===== src/rtl/core/gecd_pkg.sv =====
`default_nettype none

package gecd_pkg;

	// Line store depth and the widest row the block handles.
	localparam int MAX_WIDTH    = 64;
	localparam int MAX_CHANNELS = 4;
	localparam int HEIGHT_LIMIT = 1024;

	localparam int SAMPLE_BITS = 8;
	localparam int PIXEL_BITS  = MAX_CHANNELS * SAMPLE_BITS;
	localparam int WIDTH_BITS  = 7;
	localparam int HEIGHT_BITS = 11;
	localparam int CHAN_BITS   = 3;
	localparam int IDX_BITS    = 18;
	localparam int VAL_BITS    = 18;
	localparam int SQ_BITS     = 2 * SAMPLE_BITS;
	localparam int COL_BITS    = $clog2(MAX_WIDTH);
	localparam int ROW_BITS    = $clog2(HEIGHT_LIMIT);

	localparam int CFG_IDX_BITS  = 2;
	localparam int CFG_DATA_BITS = 11;

	// Configuration register indexes.
	localparam logic [CFG_IDX_BITS-1:0] CFG_WIDTH    = 2'd0;
	localparam logic [CFG_IDX_BITS-1:0] CFG_HEIGHT   = 2'd1;
	localparam logic [CFG_IDX_BITS-1:0] CFG_CHANNELS = 2'd2;

	typedef logic [MAX_CHANNELS-1:0][SAMPLE_BITS-1:0] pixel_t;

	typedef enum logic [1:0] {
		KIND_RIGHT      = 2'd0,
		KIND_DOWN_LEFT  = 2'd1,
		KIND_DOWN       = 2'd2,
		KIND_DOWN_RIGHT = 2'd3
	} edge_kind_t;

	// Position flags of a pixel, captured when it is accepted.
	typedef struct packed {
		logic has_up;
		logic has_left;
		logic has_up_right;
		logic next_last_col;
		logic last_row;
	} edge_ctx_t;

endpackage

`default_nettype wire


===== src/rtl/core/grid_edge_color_difference.sv =====
`default_nettype none

// Channel   Direction  Handshake                 Payload
// pixel     in         pixel_valid/pixel_stall   chan_0 .. chan_3
// feature   out        feature_valid/feature_stall
//                                                feature_index, edge_kind,
//                                                feature_value, last_in_run,
//                                                image_done
// config    in         cfg_write                 cfg_index, cfg_data
//
// A pixel completes a feature per edge to a left, upper-left, upper or
// upper-right neighbor, and none when it is the first pixel of an image.
// The single output register takes one feature per cycle while the
// feature side does not stall. The next pixel is taken in the cycle in
// which the last feature of the current one moves to the output register.
// Reset clears the position counters and all valid state; the line store
// needs no clearing since row zero fills it before it is read.
// A stall on the feature side holds the output register and stalls the
// pixel side while the pending pixel still has a feature left to send; one
// more pixel is taken once the pending pixel has none.

module grid_edge_color_difference (
	input  wire logic                                  clk,
	input  wire logic                                  arst_n,

	input  wire logic                                  cfg_write,
	input  wire logic [gecd_pkg::CFG_IDX_BITS-1:0]     cfg_index,
	input  wire logic [gecd_pkg::CFG_DATA_BITS-1:0]    cfg_data,

	input  wire logic                                  pixel_valid,
	output logic                                       pixel_stall,
	input  wire logic [gecd_pkg::SAMPLE_BITS-1:0]      chan_0,
	input  wire logic [gecd_pkg::SAMPLE_BITS-1:0]      chan_1,
	input  wire logic [gecd_pkg::SAMPLE_BITS-1:0]      chan_2,
	input  wire logic [gecd_pkg::SAMPLE_BITS-1:0]      chan_3,

	output logic                                       feature_valid,
	input  wire logic                                  feature_stall,
	output logic      [gecd_pkg::IDX_BITS-1:0]         feature_index,
	output logic      [1:0]                            edge_kind,
	output logic      [gecd_pkg::VAL_BITS-1:0]         feature_value,
	output logic                                       last_in_run,
	output logic                                       image_done
);

	// Configuration, held already saturated to the supported ranges.
	logic [gecd_pkg::WIDTH_BITS-1:0]  width_q;
	logic [gecd_pkg::HEIGHT_BITS-1:0] height_q;
	logic [gecd_pkg::CHAN_BITS-1:0]   chans_q;

	logic [gecd_pkg::WIDTH_BITS-1:0]  width_sat;
	logic [gecd_pkg::HEIGHT_BITS-1:0] height_sat;
	logic [gecd_pkg::CHAN_BITS-1:0]   chans_sat;

	always_comb begin
		width_sat = cfg_data[gecd_pkg::WIDTH_BITS-1:0];
		if (width_sat < gecd_pkg::WIDTH_BITS'(2)) begin
			width_sat = gecd_pkg::WIDTH_BITS'(2);
		end else if (width_sat > gecd_pkg::WIDTH_BITS'(gecd_pkg::MAX_WIDTH)) begin
			width_sat = gecd_pkg::WIDTH_BITS'(gecd_pkg::MAX_WIDTH);
		end
		height_sat = cfg_data[gecd_pkg::HEIGHT_BITS-1:0];
		if (height_sat < gecd_pkg::HEIGHT_BITS'(2)) begin
			height_sat = gecd_pkg::HEIGHT_BITS'(2);
		end else if (height_sat > gecd_pkg::HEIGHT_BITS'(gecd_pkg::HEIGHT_LIMIT)) begin
			height_sat = gecd_pkg::HEIGHT_BITS'(gecd_pkg::HEIGHT_LIMIT);
		end
		chans_sat = cfg_data[gecd_pkg::CHAN_BITS-1:0];
		if (chans_sat < gecd_pkg::CHAN_BITS'(1)) begin
			chans_sat = gecd_pkg::CHAN_BITS'(1);
		end else if (chans_sat > gecd_pkg::CHAN_BITS'(gecd_pkg::MAX_CHANNELS)) begin
			chans_sat = gecd_pkg::CHAN_BITS'(gecd_pkg::MAX_CHANNELS);
		end
	end

	logic cfg_hit;

	always_ff @(posedge clk or negedge arst_n) begin
		if (!arst_n) begin
			width_q  <= gecd_pkg::WIDTH_BITS'(64);
			height_q <= gecd_pkg::HEIGHT_BITS'(64);
			chans_q  <= gecd_pkg::CHAN_BITS'(3);
		end else if (cfg_write) begin
			unique case (cfg_index)
				gecd_pkg::CFG_WIDTH:    width_q  <= width_sat;
				gecd_pkg::CFG_HEIGHT:   height_q <= height_sat;
				gecd_pkg::CFG_CHANNELS: chans_q  <= chans_sat;
				default: ;
			endcase
		end
	end

	// Any write to a listed register restarts the image at the next pixel.
	always_comb begin
		unique case (cfg_index)
			gecd_pkg::CFG_WIDTH, gecd_pkg::CFG_HEIGHT, gecd_pkg::CFG_CHANNELS: begin
				cfg_hit = cfg_write;
			end
			default: begin
				cfg_hit = 1'b0;
			end
		endcase
	end

	// Position of the next pixel, and the packed-vector offset of its row.
	logic [gecd_pkg::COL_BITS-1:0] col_q;
	logic [gecd_pkg::ROW_BITS-1:0] row_q;
	logic [gecd_pkg::IDX_BITS-1:0] row_base_q;
	logic [gecd_pkg::IDX_BITS-1:0] stride;

	logic accept;
	logic last_col;
	logic next_last_col;
	logic last_row;

	// Each full row other than the last takes 4W-3 slots.
	assign stride        = gecd_pkg::IDX_BITS'({width_q, 2'b00}) - gecd_pkg::IDX_BITS'(3);
	assign last_col      = gecd_pkg::WIDTH_BITS'(col_q) + gecd_pkg::WIDTH_BITS'(1) == width_q;
	assign next_last_col = gecd_pkg::WIDTH_BITS'(col_q) + gecd_pkg::WIDTH_BITS'(2) == width_q;
	assign last_row      = gecd_pkg::HEIGHT_BITS'(row_q) + gecd_pkg::HEIGHT_BITS'(1) == height_q;
	assign accept        = pixel_valid && !pixel_stall;

	always_ff @(posedge clk or negedge arst_n) begin
		if (!arst_n) begin
			col_q      <= '0;
			row_q      <= '0;
			row_base_q <= '0;
		end else if (cfg_hit) begin
			col_q      <= '0;
			row_q      <= '0;
			row_base_q <= '0;
		end else if (accept) begin
			if (last_col) begin
				col_q <= '0;
				if (last_row) begin
					row_q      <= '0;
					row_base_q <= '0;
				end else begin
					row_q      <= row_q + gecd_pkg::ROW_BITS'(1);
					row_base_q <= row_base_q + stride;
				end
			end else begin
				col_q <= col_q + gecd_pkg::COL_BITS'(1);
			end
		end
	end

	// Line store: the pixel above and the one above-right are read as the
	// pixel is accepted, while the pixel itself replaces the entry above.
	gecd_pkg::pixel_t pixel_in;
	gecd_pkg::pixel_t up_rd;
	gecd_pkg::pixel_t up_right_rd;

	assign pixel_in = gecd_pkg::pixel_t'({chan_3, chan_2, chan_1, chan_0});

	gecd_ram #(
		.WIDTH (gecd_pkg::PIXEL_BITS),
		.DEPTH (gecd_pkg::MAX_WIDTH)
	) u_line_store (
		.clk       (clk),
		.wr_en     (accept),
		.wr_addr   (col_q),
		.wr_data   (pixel_in),
		.rd_en     (accept),
		.rd_addr_a (col_q),
		.rd_addr_b (col_q + gecd_pkg::COL_BITS'(1)),
		.rd_data_a (up_rd),
		.rd_data_b (up_right_rd)
	);

	// Stage one: the pixel being turned into features, with its neighbors.
	// The above and above-right pixels stay in the store's read register.
	// The mask has one bit per pending edge kind; the highest goes first.
	gecd_pkg::pixel_t               pix_s1;
	gecd_pkg::pixel_t               left_s1;
	gecd_pkg::pixel_t               up_left_s1;
	gecd_pkg::edge_ctx_t            ctx_s1;
	logic [gecd_pkg::COL_BITS-1:0]  col_s1;
	logic [gecd_pkg::IDX_BITS-1:0]  base_prev_s1;
	logic [gecd_pkg::IDX_BITS-1:0]  base_cur_s1;
	logic                           done_s1;
	logic [3:0]                     mask_s1;

	gecd_pkg::edge_ctx_t ctx_in;
	logic [3:0]          mask_in;

	always_comb begin
		ctx_in.has_up        = row_q != '0;
		ctx_in.has_left      = col_q != '0;
		ctx_in.has_up_right  = !last_col;
		ctx_in.next_last_col = next_last_col;
		ctx_in.last_row      = last_row;
		mask_in = {ctx_in.has_up && ctx_in.has_left, ctx_in.has_up,
			ctx_in.has_up && ctx_in.has_up_right, ctx_in.has_left};
	end

	// The previous pixel and the entry read above it become the left and
	// upper-left neighbors of the new pixel.
	always_ff @(posedge clk) begin
		if (accept) begin
			pix_s1       <= pixel_in;
			left_s1      <= pix_s1;
			up_left_s1   <= up_rd;
			ctx_s1       <= ctx_in;
			col_s1       <= col_q;
			base_prev_s1 <= row_base_q - stride;
			base_cur_s1  <= row_base_q;
			done_s1      <= last_col && last_row;
		end
	end

	// Pick the next edge of the pending pixel.
	gecd_pkg::edge_kind_t kind;
	gecd_pkg::pixel_t     partner;
	logic [3:0]           sel;
	logic [3:0]           rest;
	logic                 run_end;
	logic                 out_load;

	always_comb begin
		if (mask_s1[3]) begin
			kind = gecd_pkg::KIND_DOWN_RIGHT;
		end else if (mask_s1[2]) begin
			kind = gecd_pkg::KIND_DOWN;
		end else if (mask_s1[1]) begin
			kind = gecd_pkg::KIND_DOWN_LEFT;
		end else begin
			kind = gecd_pkg::KIND_RIGHT;
		end
		sel     = 4'b0001 << kind;
		rest    = mask_s1 & ~sel;
		run_end = rest == 4'b0000;
		case (kind)
			gecd_pkg::KIND_DOWN_RIGHT: partner = up_left_s1;
			gecd_pkg::KIND_DOWN:       partner = up_rd;
			gecd_pkg::KIND_DOWN_LEFT:  partner = up_right_rd;
			default:                   partner = left_s1;
		endcase
	end

	assign out_load    = (mask_s1 != 4'b0000) && (!feature_valid || !feature_stall);
	assign pixel_stall = (mask_s1 != 4'b0000) && !(out_load && run_end);

	always_ff @(posedge clk or negedge arst_n) begin
		if (!arst_n) begin
			mask_s1 <= '0;
		end else if (accept) begin
			mask_s1 <= mask_in;
		end else if (out_load) begin
			mask_s1 <= rest;
		end
	end

	logic [gecd_pkg::VAL_BITS-1:0] value_nx;
	logic [gecd_pkg::IDX_BITS-1:0] index_nx;

	gecd_sqdiff u_sqdiff (
		.pix_a (partner),
		.pix_b (pix_s1),
		.chans (chans_q),
		.value (value_nx)
	);

	gecd_index u_index (
		.ctx       (ctx_s1),
		.kind      (kind),
		.col       (col_s1),
		.base_prev (base_prev_s1),
		.base_cur  (base_cur_s1),
		.index     (index_nx)
	);

	// Output register.
	logic                          valid_q;
	logic [gecd_pkg::IDX_BITS-1:0] index_q;
	logic [1:0]                    kind_q;
	logic [gecd_pkg::VAL_BITS-1:0] value_q;
	logic                          run_end_q;
	logic                          done_q;

	always_ff @(posedge clk or negedge arst_n) begin
		if (!arst_n) begin
			valid_q <= 1'b0;
		end else if (out_load) begin
			valid_q <= 1'b1;
		end else if (!feature_stall) begin
			valid_q <= 1'b0;
		end
	end

	always_ff @(posedge clk) begin
		if (out_load) begin
			index_q   <= index_nx;
			kind_q    <= kind;
			value_q   <= value_nx;
			run_end_q <= run_end;
			done_q    <= run_end && done_s1;
		end
	end

	assign feature_valid = valid_q;
	assign feature_index = index_q;
	assign edge_kind     = kind_q;
	assign feature_value = value_q;
	assign last_in_run   = run_end_q;
	assign image_done    = done_q;

	// The end of an image always closes a run.
	a_done_ends_run: assert property (@(posedge clk) disable iff (!arst_n)
		feature_valid && image_done |-> last_in_run)
		else $error("image end without run end");

	// The first pixel of an image completes no edge.
	a_first_pixel_empty: assert property (@(posedge clk) disable iff (!arst_n)
		accept && !cfg_hit && col_q == '0 && row_q == '0 |=> mask_s1 == 4'b0000)
		else $error("first pixel of an image produced features");

	// The column counter stays inside the row in use.
	a_col_in_row: assert property (@(posedge clk) disable iff (!arst_n)
		gecd_pkg::WIDTH_BITS'(col_q) < width_q)
		else $error("column counter beyond image width");

	// The running row offset tracks the row counter.
	a_row_base: assert property (@(posedge clk) disable iff (!arst_n)
		row_base_q == gecd_pkg::IDX_BITS'(row_q * stride))
		else $error("row offset out of step with row counter");

endmodule

`default_nettype wire


===== src/rtl/core/gecd_ram.sv =====
`default_nettype none

module gecd_ram #(
	parameter int WIDTH = 32,
	parameter int DEPTH = 64
) (
	input  wire logic                     clk,
	input  wire logic                     wr_en,
	input  wire logic [$clog2(DEPTH)-1:0] wr_addr,
	input  wire logic [WIDTH-1:0]         wr_data,
	input  wire logic                     rd_en,
	input  wire logic [$clog2(DEPTH)-1:0] rd_addr_a,
	input  wire logic [$clog2(DEPTH)-1:0] rd_addr_b,
	output logic      [WIDTH-1:0]         rd_data_a,
	output logic      [WIDTH-1:0]         rd_data_b
);

	logic [WIDTH-1:0] mem [DEPTH];

	// Read-first: a read at the write address returns the old word.
	always_ff @(posedge clk) begin
		if (rd_en) begin
			rd_data_a <= mem[rd_addr_a];
			rd_data_b <= mem[rd_addr_b];
		end
		if (wr_en) begin
			mem[wr_addr] <= wr_data;
		end
	end

endmodule

`default_nettype wire


===== src/rtl/core/gecd_sqdiff.sv =====
`default_nettype none

module gecd_sqdiff (
	input  wire gecd_pkg::pixel_t                     pix_a,
	input  wire gecd_pkg::pixel_t                     pix_b,
	input  wire logic [gecd_pkg::CHAN_BITS-1:0]       chans,
	output logic      [gecd_pkg::VAL_BITS-1:0]        value
);

	logic [gecd_pkg::SQ_BITS-1:0] sq [gecd_pkg::MAX_CHANNELS];

	for (genvar c = 0; c < gecd_pkg::MAX_CHANNELS; c++) begin : g_chan
		logic signed [gecd_pkg::SAMPLE_BITS:0]     diff;
		logic signed [2*gecd_pkg::SAMPLE_BITS+1:0] prod;
		assign diff = $signed({1'b0, pix_a[c]}) - $signed({1'b0, pix_b[c]});
		assign prod = diff * diff;
		// The square of a byte difference fits in twice the sample width.
		assign sq[c] = prod[gecd_pkg::SQ_BITS-1:0];
	end

	always_comb begin
		value = '0;
		for (int c = 0; c < gecd_pkg::MAX_CHANNELS; c++) begin
			if (gecd_pkg::CHAN_BITS'(c) < chans) begin
				value = value + gecd_pkg::VAL_BITS'(sq[c]);
			end
		end
	end

endmodule

`default_nettype wire


===== src/rtl/core/gecd_index.sv =====
`default_nettype none

module gecd_index (
	input  wire gecd_pkg::edge_ctx_t               ctx,
	input  wire gecd_pkg::edge_kind_t              kind,
	input  wire logic [gecd_pkg::COL_BITS-1:0]     col,
	input  wire logic [gecd_pkg::IDX_BITS-1:0]     base_prev,
	input  wire logic [gecd_pkg::IDX_BITS-1:0]     base_cur,
	output logic      [gecd_pkg::IDX_BITS-1:0]     index
);

	logic [gecd_pkg::IDX_BITS-1:0] col_x;
	logic [gecd_pkg::IDX_BITS-1:0] col4;

	assign col_x = gecd_pkg::IDX_BITS'(col);
	assign col4  = col_x << 2;

	// Edges from the upper row land in that row's block of four slots per
	// column; the first column has no down-left slot and the last column
	// has only down-left and down. The bottom row holds right edges only.
	always_comb begin
		case (kind)
			gecd_pkg::KIND_DOWN_RIGHT: begin
				index = base_prev + col4 - 18'd2;
			end
			gecd_pkg::KIND_DOWN: begin
				index = base_prev + col4 + 18'd1 - {17'd0, ~ctx.has_up_right};
			end
			gecd_pkg::KIND_DOWN_LEFT: begin
				index = base_prev + col4 + 18'd4 - {17'd0, ctx.next_last_col};
			end
			default: begin
				if (ctx.last_row) begin
					index = base_cur + col_x - 18'd1;
				end else if (col_x == 18'd1) begin
					index = base_cur;
				end else begin
					index = base_cur + col4 - 18'd5;
				end
			end
		endcase
	end

endmodule

`default_nettype wire

===== config.mk =====
export PLATFORM = sky130hd
export DESIGN_NAME = grid_edge_color_difference
export DESIGN_NICKNAME = d
export VERILOG_FILES = /design/src/rtl/core/gecd_pkg.sv /design/src/rtl/core/grid_edge_color_difference.sv /design/src/rtl/core/gecd_ram.sv /design/src/rtl/core/gecd_sqdiff.sv /design/src/rtl/core/gecd_index.sv
export SDC_FILE = /design/constraint.sdc
export NUM_CORES = 2
export LEC_CHECK = 0
export ABC_AREA = 1
export BUFFER_PORTS_ARGS = -buffer_cell sky130_fd_sc_hd__clkbuf_2
export CORE_ASPECT_RATIO = 1.2
export CORE_UTILIZATION = 45
export DETAILED_ROUTE_END_ITERATION = 8
export HOLD_SLACK_MARGIN = 0.06
export SETUP_SLACK_MARGIN = 0.5
export SKIP_CTS_REPAIR_TIMING = 1
export SYNTH_ARGS = -nofsm -noshare
export SYNTH_HDL_FRONTEND = slang
export SYNTH_SLANG_ARGS = --single-unit

===== constraint.sdc =====
create_clock -name clk -period 15.7 [get_ports clk]
set_input_delay 0.785 -clock clk [delete_from_list [all_inputs] [get_ports clk]]
set_output_delay 0.785 -clock clk [all_outputs]
set_load 0.05 [all_outputs]

# ---- After elaboration in Yosys (flattened, before gate mapping)
# Memory sizes are Yosys's and may differ from the RTL's. A register that Yosys moved wholly into a read port is not among the register bits.
# Index checks and enable logic that the tools add are counted.
dict set report op_classes {
  magnitude_cmp 10
  reduce_logical 27
  n_eq_ne 10
  shifts 1
  muxes 35
  n_bitwise 3
  multipliers 4
  add_sub_neg 25
  n_div 0
}
# operator count
set op_table {}
lappend op_table {{2-to-1 mux 18 bit} 9}
lappend op_table {{case mux 32 bit (3 select lines)} 1}
lappend op_table {{multiplier 9 x 9 -> 16 bit} 4}
lappend op_table {{case mux 18 bit (3 select lines)} 1}
lappend op_table {{2-to-1 mux 10 bit} 4}
lappend op_table {{adder 18 x 16 -> 18 bit} 2}
lappend op_table {{adder 18 x 8 -> 18 bit} 2}
lappend op_table {{subtractor 18 x 1 -> 18 bit} 2}
lappend op_table {{subtractor 8 x 8 -> 9 bit} 4}
lappend op_table {{2-to-1 mux 11 bit} 2}
lappend op_table {{adder 18 x 1 -> 18 bit, second input constant} 1}
lappend op_table {{adder 18 bit} 1}
lappend op_table {{adder 18 x 3 -> 18 bit, second input constant} 1}
lappend op_table {{adder 18 x 6 -> 18 bit} 1}
lappend op_table {{2-to-1 mux 6 bit} 3}
lappend op_table {{subtractor 18 x 1 -> 18 bit, second input constant} 1}
lappend op_table {{subtractor 18 bit} 1}
lappend op_table {{subtractor 18 x 2 -> 18 bit, second input constant} 1}
lappend op_table {{subtractor 18 x 3 -> 18 bit, second input constant} 1}
lappend op_table {{adder 16 x 16 -> 17 bit} 1}
lappend op_table {{2-to-1 mux 16 bit} 1}
lappend op_table {{equality test 7 bit} 2}
lappend op_table {{2-to-1 mux 7 bit} 2}
lappend op_table {{adder 10 x 1 -> 11 bit, second input constant} 1}
lappend op_table {{37 further kinds} 66}
dict set report word_totals {
  mem_bits_ro 0
  latch_bits 0
  out_inout_bits 42
  ff_bits 242
  mem_bits_rw 2048
  word_cells 148
  mem_count 1
}
# name words word_bits read_ports rd_ports_with_merged_regs write_ports line_no
set mem_list {}
lappend mem_list {u_line_store.mem 64 32 2 2 1 gecd_ram.sv:18} ;# logic [WIDTH-1:0] mem [DEPTH];

# ---- Depth between registers and ports, before layout
dict set report logic_depth {
  word_depth 14
  depth_mapped 67
  depth_no_buf 65
}

# ---- Hierarchy
# Synthesis repeated with hierarchy kept, for this count alone.
dict set report hier_totals {
  cells_unflattened 15275
  hier_area_um2 134496.5
}
# mod seq_area_each_um2 cells_per_inst area_per_inst_um2 n_inst
set by_module_without_submodules {}
lappend by_module_without_submodules {gecd_ram 63420.8 11401 104296.3 1}
lappend by_module_without_submodules {gecd_sqdiff 0.0 1837 13524.2 1}
lappend by_module_without_submodules {grid_edge_color_difference 7031.7 1201 11952.7 1}
lappend by_module_without_submodules {gecd_index 0.0 836 4723.3 1}

# ---- Worst setup path before layout
# Ideal clock, no wire load.
dict set report synth_timing {
  kind {flip-flop to flip-flop}
  from {reg mask_s1[3]}
  to {reg value_q (netlist bit feature_value[17]), data pin}
  arrival_time_ps 9783
  path_stages_with_launch 55
  n_path_buf 3
  setup_ps 254
  slack_ps 5664
  path_cell_list {dfrtp_1 -> buf_4 -> inv_2 -> nand2_4 -> nor2_4 -> buf_1 -> nand2_1 -> nand3_1 -> o21ai_0 -> ha_1 -> fa_1 -> nand3b_1 -> nand2_1 -> nand4_1 -> o211ai_1 -> clkbuf_1 -> inv_1 -> nand2_1 -> (+19 left out) -> nand3_1 -> o21ai_0 -> ha_1 -> a21oi_1 -> o21ai_0 -> a21oi_1 -> a21oi_1 -> nand3b_1 -> o21a_1 -> ha_1 -> nand2_1 -> inv_1 -> a221oi_1 -> nand2_1 -> nand2_1 -> nand2_1 -> nand4_1 -> nand2_1}
}
dict set report synth_via {
  elab_chain_len 12
}
# item line_no
set synth_rtl {}
lappend synth_rtl {{start: declaration} grid_edge_color_difference.sv:182} ;# logic [3:0] mask_s1;
lappend synth_rtl {{start signal: assignment} grid_edge_color_difference.sv:248} ;# mask_s1 <= mask_in;
lappend synth_rtl {{start signal: assignment} grid_edge_color_difference.sv:250} ;# mask_s1 <= rest;
lappend synth_rtl {{2-to-1 mux 2 bit (*)} grid_edge_color_difference.sv:221} ;# if (mask_s1[3]) begin
lappend synth_rtl {{via kind[1]} grid_edge_color_difference.sv:213} ;# gecd_pkg::edge_kind_t kind;
lappend synth_rtl {{equality test 2 x 1 -> 1 bit / equality test 2 bit (equally long branches)} grid_edge_color_difference.sv:233} ;# case (kind)
lappend synth_rtl {{case mux 32 bit (3 select lines) (*)} grid_edge_color_difference.sv:233}
lappend synth_rtl {{subtractor 8 x 8 -> 9 bit} gecd_sqdiff.sv:15} ;# assign diff = $signed({1'b0, pix_a[c]}) - $signed({1'b0, pix_b[c]});
lappend synth_rtl {{multiplier 9 x 9 -> 16 bit} gecd_sqdiff.sv:16} ;# assign prod = diff * diff;
lappend synth_rtl {{2-to-1 mux 16 bit} gecd_sqdiff.sv:24} ;# if (gecd_pkg::CHAN_BITS'(c) < chans) begin
lappend synth_rtl {{adder 16 x 16 -> 17 bit} gecd_sqdiff.sv:25} ;# value = value + gecd_pkg::VAL_BITS'(sq[c]);
lappend synth_rtl {{2-to-1 mux 18 bit} gecd_sqdiff.sv:24}
lappend synth_rtl {{adder 18 x 16 -> 18 bit} gecd_sqdiff.sv:25}
lappend synth_rtl {{2-to-1 mux 18 bit} gecd_sqdiff.sv:24}
lappend synth_rtl {{adder 18 x 16 -> 18 bit} gecd_sqdiff.sv:25}
lappend synth_rtl {{2-to-1 mux 18 bit (*)} gecd_sqdiff.sv:24}
lappend synth_rtl {{via u_sqdiff.value (one bit)} gecd_sqdiff.sv:7} ;# output logic [gecd_pkg::VAL_BITS-1:0] value
lappend synth_rtl {{end signal: assignment} grid_edge_color_difference.sv:295} ;# value_q <= value_nx;
lappend synth_rtl {{end: declaration} grid_edge_color_difference.sv:277} ;# logic [gecd_pkg::VAL_BITS-1:0] value_q;
# Mark *: on every way through the listed nets, which the timed path passes. The rest lies on a longest branch.
# A chain may end at the register's enable or synchronous reset.

# ---- Worst setup path after layout
# Same ends and word-level chain as after synthesis.

==> summary.md <==
| Metric | Value |
|---|---|
| Critical path launch point type | flip-flop |
| Vias in the first global route | 97400 |
| Synth area leader | edfxtp_1 |
| Clk slew on worst S/H paths | 0.06 ns |
| Avg Cell Area, Syn | 9.38 sq um |
| Shortest period the worst path allows | 12.15 ns |
| Routed wire length | 433000 um |
| Commonest non-fill, non-tap cell in the layout | o21ai_0 |
| Worst R2R Setup Slack | 3.55 ns |
| Worst hold path type | in -> async |
| Post-synth EDFFs | 2294 |
| Number of distinct library cells after synthesis | 67 |
| Port buffer count | 91 |
| Worst path max stage delay | 0.85 ns |
| RSZ-0062 raised after global routing | false |
| Boundary Pins | 92 |
| Die X | 494 um |
| Required time of the critical path | 16.36 ns |
| Most frequent cells in the layout | o21ai_0 (3238), edfxtp_1 (2294), nor2_1 (1654), a21oi_1 (1313), inv_1 (1278) |
| Fmax | 82.3 MHz |
| Yosys warns | 0 |
| Placeable Area | 289000 sq um |
| Post-Route Setup TNS | 0 ns |
| Die Footprint | 293000 sq um |
| Reg2reg path depth | 56 |
| Die Span Y | 592 um |
| Cells after Synth | 13900 |
| Area Overhead vs Synth | 8.40% |
| CTS H-tree depth | 4 |
| CP bufs+invs | 9 |
| Post-route ant nets | 0 |
| Initial Util | 0.453 |
| CTS root buf | clkbuf_16 |
| Nets | 14200 |
| DR iter-0 viols | 13600 |
| Outcome | complete, no violations |
| Crit end category | flip-flop |
| Slew Limit Fails | 0 |
| Syn Std Cell Area | 131000 sq um |
| Synthesized Nets | 14500 |
| Slew @ Worst Pin | 1.42 ns |
| Setup Skew | 0.0885 ns |
| Insertion delay to the later sink of the worst-skew pair | 0.95 ns |
| WS Path Type | reg -> reg |
| All-layer global routing usage | 0.288 |
| Post-synth top flop | edfxtp_1 |
| Register area share after synthesis | 0.538 |
| Vias/cell | 5.98 |
| Post-route DRC | 0 |
| DR pass1 iterations | 8 |
| CTS Buf Count | 241 |
| Critical Path AT | 12.80 ns |
| Largest net degree at the start of global routing | 245 |
| Initial antenna violation count | 26 |
| Grt ovf | 0 |
| #FFs+latches synth | 2354 |
| CTS Sinks | 2354 |
| Yosys top cell area share | 0.527 |
| Post-synth ARST share | 0.0255 |
| Crit path max-delay cell type | nor2_4 |
| Setup ws final | 3.55 ns |
| Pre-CTS setup slack | 3.59 ns |
| Period utilisation layout | 0.774 |
| CTS tree | built |
| HPWL Detailed | 265000 um |
| Cell family with most CP delay | adder cells |
| Top post-synthesis cells by area | edfxtp_1 (53%), o21ai_0 (12%), a21oi_1 (5.0%) |
| Clock buffer depth | 4 |
| Core Rows | 216 |
| Routed WL per cell | 24.6 um |
| Final Setup Violations | 0 |
| Hold Vio Cnt, Final | 0 |
| Layout cells sized above 1 | 0.0586 |
| Maxcap violations | 0 |
| Relative slew slack | 0.0526 |
| Routability cong. | 0.887 |
| Global-route wire length before repair | 629000 um |
| WP depth | 56 |
| CP Max Fanout | 46 |
| DR vias | 105000 |
[per-layer routing]
| metal | vias up | GRT usage | share of wire |
|---|---|---|---|
| met5 | - | 0 | 0.00035 |
| met4 | 20 | 0.129 | 0.049 |
| met3 | 1040 | 0.0516 | 0.096 |
| met2 | 5001 | 0.473 | 0.47 |
| met1 | 50700 | 0.371 | 0.39 |
| li1 | 48400 | - | - |
[cell families (layout without fill, tap and decap cells)]
| logic type | Yosys count | count (layout) | share of synthesized area |
|---|---|---|---|
| AOI/OAI and AO/OA | 5390 | 5390 | 0.217 |
| other | 0 | 14 | 0 |
| xor gates and xnor gates | 162 | 162 | 0.0109 |
| DFF | 2354 | 2354 | 0.538 |
| buffers and inverters | 2251 | 2067 | 0.0700 |
| adders and majority gates | 549 | 549 | 0.0650 |
| and+or+nand+nor | 3231 | 3231 | 0.0986 |
[state kept, by name, indices dropped and copies added, names as in the netlist, 11 cells and up]
name	count
u_line_store.rd_data_a	32
base_cur_s1	18
row_base_q	18
base_prev_s1	18
pix_s1	32
left_s1	32
feature_value	18
height_q	11
u_line_store.mem	2048
u_line_store.rd_data_b	32
feature_index	18
up_left_s1	32
[cells in the mapped netlist, types with 8 or more instances]
| cell | number |
|---|---|
| o21ai_0 | 3239 |
| xor2_1 | 105 |
| clkinv_1 | 10 |
| nand3b_1 | 9 |
| fa_1 | 217 |
| a21o_1 | 14 |
| nand2_1 | 1083 |
| and2_1 | 9 |
| o2111ai_1 | 9 |
| inv_1 | 1284 |
| nor4_1 | 10 |
| o221ai_1 | 18 |
| nor3_1 | 44 |
| nor2_1 | 1726 |
| a221oi_1 | 8 |
| edfxtp_1 | 2294 |
| buf_2 | 258 |
| dfrtp_1 | 56 |
| o31ai_1 | 15 |
| buf_1 | 58 |
| o21bai_1 | 15 |
| or2_2 | 22 |
| a22o_1 | 63 |
| a211oi_1 | 11 |
| o21a_1 | 12 |
| buf_6 | 40 |
| o211ai_1 | 174 |
| inv_2 | 9 |
| a31oi_1 | 76 |
| nand3_1 | 232 |
| xnor2_1 | 56 |
| buf_4 | 20 |
| ha_1 | 332 |
| o22ai_1 | 159 |
| nand4_1 | 69 |
| clkbuf_1 | 569 |
| o221a_2 | 8 |
| a21oi_1 | 1313 |
| o21ai_1 | 230 |
[layout make-up]
cell class              instances  area, sq um
inverters                    1305         4960
diodes                         14         35.0
fillers                     26800       147000
flip-flops and latches       2354        70400
clock inverters               128          966
repair buffers                331         2490
clock buffers                 303         6330
well taps                    3815         4770
multi-input cells            9332        51800
[worst register-to-register path, delay by kind of cell, from the launching register on]
| kind | cells | cell delay [ns] |
|---|---|---|
| compound gates | 17 | 2.76 |
| simple gates | 18 | 2.91 |
| xor+xnor | 2 | 0.68 |
| flops | 1 | 0.38 |
| fa+ha+maj | 10 | 4.13 |
| buf+inv | 9 | 1.07 |
[worst paths after layout]
kind	start	end
setup / recovery	mask_s1[3]$_DFFE_PN0P_	feature_value[17]$_DFFE_PP_
hold / removal	arst_n	row_q[5]$_DFFE_PN0P_
setup reg to reg	mask_s1[3]$_DFFE_PN0P_	feature_value[17]$_DFFE_PP_
hold reg to reg	pix_s1[31]$_DFFE_PP_	left_s1[31]$_DFFE_PP_
max in group asynchronous	arst_n	col_q[1]$_DFFE_PN0P_
min in group clk	cfg_data[6]	height_q[6]$_DFFE_PN1P_
[through the flow]
step                hold slack [ns]  area, sq um  std cells  utilization
floorplan                     0.420       131000      13900            -
global placement              0.431       134000      17100        0.466
detailed placement            0.435       134000      17100        0.466
CTS                          0.0793       142000      17600        0.491
global route                  0.129       142000      17600        0.491
finish                       0.0806       142000      17600        0.491
Power is not shown: default switching activity piles up to over one toggle a cycle in this logic, so the estimate is an artifact.
